[config.mk]
export PLATFORM = sky130hd
export DESIGN_NAME = mbcrc_frame
export DESIGN_NICKNAME = d
export VERILOG_FILES = /design/src/rtl/mbcrc_pkg.sv /design/src/rtl/mbcrc_frame.sv
export SDC_FILE = /design/constraint.sdc
export NUM_CORES = 1
export LEC_CHECK = 0
export ABC_AREA = 1
export BUFFER_PORTS_ARGS = -buffer_cell sky130_fd_sc_hd__buf_2
export CAP_MARGIN = 10
export CORE_MARGIN = 4
export CORE_UTILIZATION = 55
export DETAILED_ROUTE_END_ITERATION = 10
export GPL_TIMING_DRIVEN = 0
export PLACE_DENSITY = 0.78
export SLEW_MARGIN = 20
export SYNTH_ARGS = -nofsm -noshare
export SYNTH_HDL_FRONTEND = slang
export SYNTH_SLANG_ARGS = --single-unit
[constraint.sdc]
create_clock -name clk -period 3.1 [get_ports clk]
set_input_delay 0.465 -clock clk [delete_from_list [all_inputs] [get_ports clk]]
set_output_delay 0.465 -clock clk [all_outputs]
set_load 0.02 [all_outputs]
[src/rtl/mbcrc_pkg.sv]
package mbcrc_pkg;

  localparam logic [15:0] CrcInit = 16'hFFFF;
  localparam logic [15:0] CrcPoly = 16'hA001;

  // n / 10 == (n * 52429) >> 19 for every 16-bit n
  localparam logic [16:0] DivTenMul   = 17'd52429;
  localparam int          DivTenShift = 19;

  // Configuration register indexes
  localparam logic [1:0] RegRegisterCount = 2'd0;
  localparam logic [1:0] RegDivideByTen   = 2'd1;

  // One finished frame
  typedef struct packed {
    logic        done;
    logic        ok;
    logic [15:0] first;
    logic [15:0] second;
  } frame_result_t;

  // One byte of reflected CRC-16, eight shift steps unrolled
  function automatic logic [15:0] crc_byte(input logic [15:0] crc, input logic [7:0] b);
    logic [15:0] c;
    c = crc ^ {8'h00, b};
    for (int k = 0; k < 8; k++) begin
      if (c[0]) begin
        c = (c >> 1) ^ CrcPoly;
      end else begin
        c = c >> 1;
      end
    end
    return c;
  endfunction

endpackage

[src/rtl/mbcrc_frame.sv]
module mbcrc_frame
  import mbcrc_pkg::*;
(
  input  logic          clk,
  input  logic          rst,
  input  logic          accept,
  input  logic [7:0]    rx_byte,
  input  logic          abort,
  input  logic          two,
  output frame_result_t result
);

  logic [15:0] running_crc, running_crc_next;
  logic [3:0]  byte_position, byte_position_next;
  logic [15:0] first_register, first_register_next;
  logic [15:0] second_register, second_register_next;
  logic [7:0]  crc_low_byte, crc_low_byte_next;

  logic [3:0]  crc_pos;
  logic        in_body;
  logic        at_low;
  logic        crc_match;

  // Position of the CRC low byte: 5 for one register, 7 for two
  assign crc_pos   = two ? 4'd7 : 4'd5;
  assign in_body   = byte_position < crc_pos;
  assign at_low    = byte_position == crc_pos;
  assign crc_match = {rx_byte, crc_low_byte} == running_crc;

  always_comb begin
    running_crc_next     = running_crc;
    byte_position_next   = byte_position;
    first_register_next  = first_register;
    second_register_next = second_register;
    crc_low_byte_next    = crc_low_byte;
    result               = '0;
    if (abort) begin
      result.done          = 1'b1;
      running_crc_next     = CrcInit;
      byte_position_next   = '0;
      first_register_next  = '0;
      second_register_next = '0;
      crc_low_byte_next    = '0;
    end else if (in_body) begin
      running_crc_next   = crc_byte(running_crc, rx_byte);
      byte_position_next = byte_position + 4'd1;
      case (byte_position)
        4'd3:    first_register_next  = {rx_byte, first_register[7:0]};
        4'd4:    first_register_next  = {first_register[15:8], rx_byte};
        4'd5:    second_register_next = {rx_byte, second_register[7:0]};
        4'd6:    second_register_next = {second_register[15:8], rx_byte};
        default: ;
      endcase
    end else if (at_low) begin
      crc_low_byte_next  = rx_byte;
      byte_position_next = byte_position + 4'd1;
    end else begin
      result.done          = 1'b1;
      result.ok            = crc_match;
      result.first         = crc_match ? first_register : 16'd0;
      result.second        = (crc_match && two) ? second_register : 16'd0;
      running_crc_next     = CrcInit;
      byte_position_next   = '0;
      first_register_next  = '0;
      second_register_next = '0;
      crc_low_byte_next    = '0;
    end
  end

  always_ff @(posedge clk) begin
    if (rst) begin
      running_crc     <= CrcInit;
      byte_position   <= '0;
      first_register  <= '0;
      second_register <= '0;
      crc_low_byte    <= '0;
    end else if (accept) begin
      running_crc     <= running_crc_next;
      byte_position   <= byte_position_next;
      first_register  <= first_register_next;
      second_register <= second_register_next;
      crc_low_byte    <= crc_low_byte_next;
    end
  end

endmodule

Word level (Yosys, flattened, before mapping)

Index checks and enable logic that the tools add are counted.

Add/subtract/negate cells: 1
Magnitude comparators: 1
Equality and inequality tests: 16
Muxes and demuxes: 45
Bitwise gates (word level): 9
Reduce and logical (&&, ||, !) cells: 7

Operator list:

| operator            | count |
|---|---|
| $mux 16             | 32 |
| $mux 34             | 2 |
| $pmux 16 s2         | 2 |
| $mux 33             | 1 |
| $mux 8              | 3 |
| $not 2->3           | 8 |
| $eq 16x16->1        | 1 |
| $reduce_and 4->1    | 4 |
| $xor 16x8->16       | 1 |
| $ne 3x3->1 const B  | 5 |
| $eq 4x3->1 const B  | 3 |
| $mux 4              | 3 |
| $ne 3x2->1 const B  | 4 |
| $add 4x1->4 const B | 1 |
| $eq 4x2->1 const B  | 1 |
| $eq 4x3->1          | 1 |
| $lt 4x3->1          | 1 |
| $reduce_and 2->1    | 2 |
| $mux 2              | 1 |
| $ne 2x2->1 const B  | 1 |
| $logic_and 1x1->1   | 1 |
| $mux 1              | 1 |

Bits in registers: 60
Input bits: 13
Logic and storage cells: 86

Logic depth before layout (Yosys ltp)

Depth in word-level cells: 33
Mapped depth: 16
Mapped depth without buffers: 15

Worst setup path before layout

OpenSTA, ideal clock, no wires.

Kind: input to output
From: in two
To: out result[10] (netlist bit)
Arrival: 2524 ps
Required time: 2635 ps
Setup slack: 111 ps
Stages on the path: 12
Buffers on the path: 3
Path through: clkbuf_1 > clkbuf_1 > inv_1 > ha_1 > a21oi_1 > or2_1 > nand2_2 > nand2_2 > nor3_2 > nand4_2 > buf_6 > nor2_2

RTL lines:

| item               | RTL line          | source |
|---|---|---|
| start: declaration | mbcrc_frame.sv:9  | `input logic two,` |
| end: declaration   | mbcrc_frame.sv:10 | `output frame_result_t result` |

==> impl_results.md <==
- Grt total ovfl: 0
- RePlAce Congestion: 0.929
- Critical path type: primary input to primary output
- Status: finished, final reports clean
- Worst path slowest cell: ha_1
- Worst EP arrival: 2.53 ns
- Layout area overhead: 18.6%
- VDD IR max: 0.417 mV
- Clock power frac: 39.8%
- Layout Cells excl Fill: 615
- Metal3 WL: 703 um
- Initial antenna violation count: 0
- CTS Sinks: 60
- Cell area power density: 435 nW/um^2
- Nets: 553
- Routed wire length: 9030 um
- Initial Util: 56.7%
- Die Width: 86.1 um
- Die height: 86.1 um
- Deepest level of the CTS H-tree: 3
- P_sw: 0.501 mW
- Later-pin clock latency in the skew report: 0.35 ns
- Vias/cell: 5.48
- Sw Ratio: 28.9%
- Fin. max-slew vios: 0
- Wire per inst: 14.7 um
- Clock Tree Buf Depth: 2
- Via count: 3373
- Final Hold Fails: 0
- Core ar.: 5920 sq um
- Fillers: 510
- Layout cells sized above 1: 23.5%
- Die area: 7410 sq um
- Period minus WS final: 2.99 ns
- Core Rows: 28
- Drt pass-1 iters: 5
- Post-Synthesis Cell Area: 3350 sq um
- Comb pwr share: 13.3%
- Residual DRC: 0
- Post-synthesis sequential area ratio: 35.8%
- Root Buffer: clkbuf_8
- Met1 wire length: 3780 um
- Clk_skew: 0.00640 ns
- Cell leakage power: 1.68 nW
- Measured slew at the worst slew-check pin: 0.566 ns
- Worst hold path type: primary input to flop
- FMAX: 0.334 GHz
- Headroom to the max-slew limit: 62.3%
- Synth Area per Inst: 6.95 sq um
- Setup violations, final: 0
- Critical Path RT: 2.63 ns
- Crit-path leading delay family: buffers and inverters
- Critical path startpoint category: primary input
- Register bit count reported by yosys: 60
- IO Count: 47
- Cell variety after synth: 34
- Post-route antenna net violation count: 0
- Vias in the first global route: 2986
- Syn nets: 501
- # diodes: 0
- Inst Count DP: 594
- GRT Resource Usage Total: 24.8%
- Max incr delay on CP: 0.31 ns
- Design area: 3980 sq um
- Highest metal used: met4
- Final period util: 96.5%
- Crit path buf inv count: 6
- Tot Pwr: 1.73 mW
- Int Pwr: 1.23 mW
- TritonCTS clock tree: yes
- CTS Buf Count: 9
- Post-synthesis instance total: 483
- Yosys Warn Count: 0
- CP Cell Sequence: clkbuf_4 -> buf_8 -> inv_1 -> ha_1 -> a21oi_1 -> or2_1 -> nand2_2 -> nand2_4 -> nor3_4 -> nand4_4 -> buf_12 -> clkbuf_16 -> nor2_2 -> buf_2
- Pin count of the biggest net entering global routing: 12
- HPWL Detailed: 6320 um
- CP Max Fanout: 10
- Dpl cell area: 3630 sq um
- WL met2: 4330 um
- Sequential group share of total power: 46.9%
- Most frequent cells in the layout: 141 x nand2_1, 60 x dfxtp_1, 50 x inv_1
- Setup crit end kind: primary output
- DRT iter0 DRCs: 265
- Clock slew at reported path FFs: 0.07 ns
- RSZ-0062 raised after global routing: no
- Commonest non-fill, non-tap cell in the layout: nand2_1
- PortBufs: 36
- Max-Cap Viols: 0
- First-pass GRT wire length: 14300 um
cell type report:
class | count | area [sq um] | area share (%)
multi-input cells | 343 | 1830 | 46.1
flip-flops and latches | 60 | 1200 | 30.2
repair buffers | 41 | 289 | 7.26
inverters | 58 | 218 | 5.47
plain buffers | 22 | 154 | 3.87
clock buffers | 9 | 124 | 3.11
well taps | 75 | 93.8 | 2.36
clock inverters | 7 | 67.6 | 1.70
through the flow:
| step | utilization [%] | hold slack [ns] | setup WS [ns] | setup TNS, ns |
|---|---|---|---|---|
| after detailed placement | 61.3 | 0.455 | -0.468 | -14.28 |
| after CTS | 65.0 | 0.442 | 0.00313 | 0 |
| after global routing | 67.2 | 0.466 | 0.0285 | 0 |
| after floorplan | - | 0.443 | 0.111 | 0 |
| final | 67.2 | 0.452 | 0.109 | 0 |
| after global placement | 61.3 | 0.453 | -0.388 | -12.06 |
layer usage:
metal / GRT usage, % / up-vias
li1: - / 1664
met1: 31.8 / 1535
met2: 39.6 / 152
met3: 7.49 / 22
met4: 8.35 / 0
met5: 0 / -
cells by family after synthesis:
kind of cell | share of synthesized area [%]
AO/OA/AOI/OAI | 15.0
XOR/XNOR | 3.13
adder cells (fa/ha/maj) | 1.86
buffers and inverters | 10.1
flip-flops | 35.8
AND/OR/NAND/NOR | 34.0
worst reg2reg max path, cell delays in order, from the launching register on:
cell and delay [ns]:
dfxtp_1 0.43, ha_1 0.30, a21oi_1 0.14, or2_1 0.13
nand2_2 0.09, nor2_4 0.26, inv_2 0.15, nor2_4 0.18
inv_2 0.05, buf_2 0.19, o22ai_1 0.15, nand2_1 0.08
cell usage after synthesis:
cell type    n  area share [%]
inv_1       50             5.6
nor2_2      31             5.8
or2_2        2            0.37
buf_6        4             1.3
a21oi_1     43             6.4
or2_1        1            0.19
a221oi_1     3            0.78
clkbuf_1    10             1.1
buf_2        8             1.2
nor3_4       2            0.97
a211oi_1     7             1.6
dfxtp_1     60              36
nand2_2      3            0.56
nand3_1     35             5.2
a22o_1       1            0.26
nand2_1    141              16
nor2_1      14             1.6
o21bai_1     1            0.22
nand2_4      1            0.34
nor2_4       4             1.3
xor2_1       6             1.6
o21ai_0      9             1.3
a31oi_1      1            0.19
o22ai_1     15             2.8
nor4_1       5            0.93
o31ai_1      1            0.22
ha_1         5             1.9
a21oi_4      2            0.97
nand3_2      1            0.30
nand4_2      1            0.37
inv_2        8            0.90
xnor2_1      6             1.6
nor3_2       1            0.30
a2111oi_0    1            0.26
sequential cells by signal (all words and copies together), names as in the netlist:
name,flops
first_register,16
running_crc,16
second_register,16
crc_low_byte,8
byte_position,4
power groups by stage:
stage	clock (mW)	sequential (mW)	combinational (mW)
after CTS	0.694	0.811	0.225
after global routing	0.726	0.814	0.257
after global placement	0	0.827	0.216
after detailed placement	0	0.828	0.222
after floorplan	0	0.823	0.171
final	0.690	0.812	0.230
timing repair:
action	4_1_cts	5_1_grt
buffers inserted	1	1
hold buffers	0	0
gates cloned	0	3
gates resized for setup	5	11
pin swaps	0	1
endpoints found under the setup margin	33	33
worst paths after layout:
kind,startpoint,endpoint,slack [ns],depth (start not counted)
max,two,result[12],0.11,14
min,accept,byte_position[2],0.45,3
max reg2reg,byte_position[1],running_crc[9],0.85,11
min reg2reg,first_register[4],first_register[4],0.46,2
Note: power is estimated with default switching activity, not from simulation.
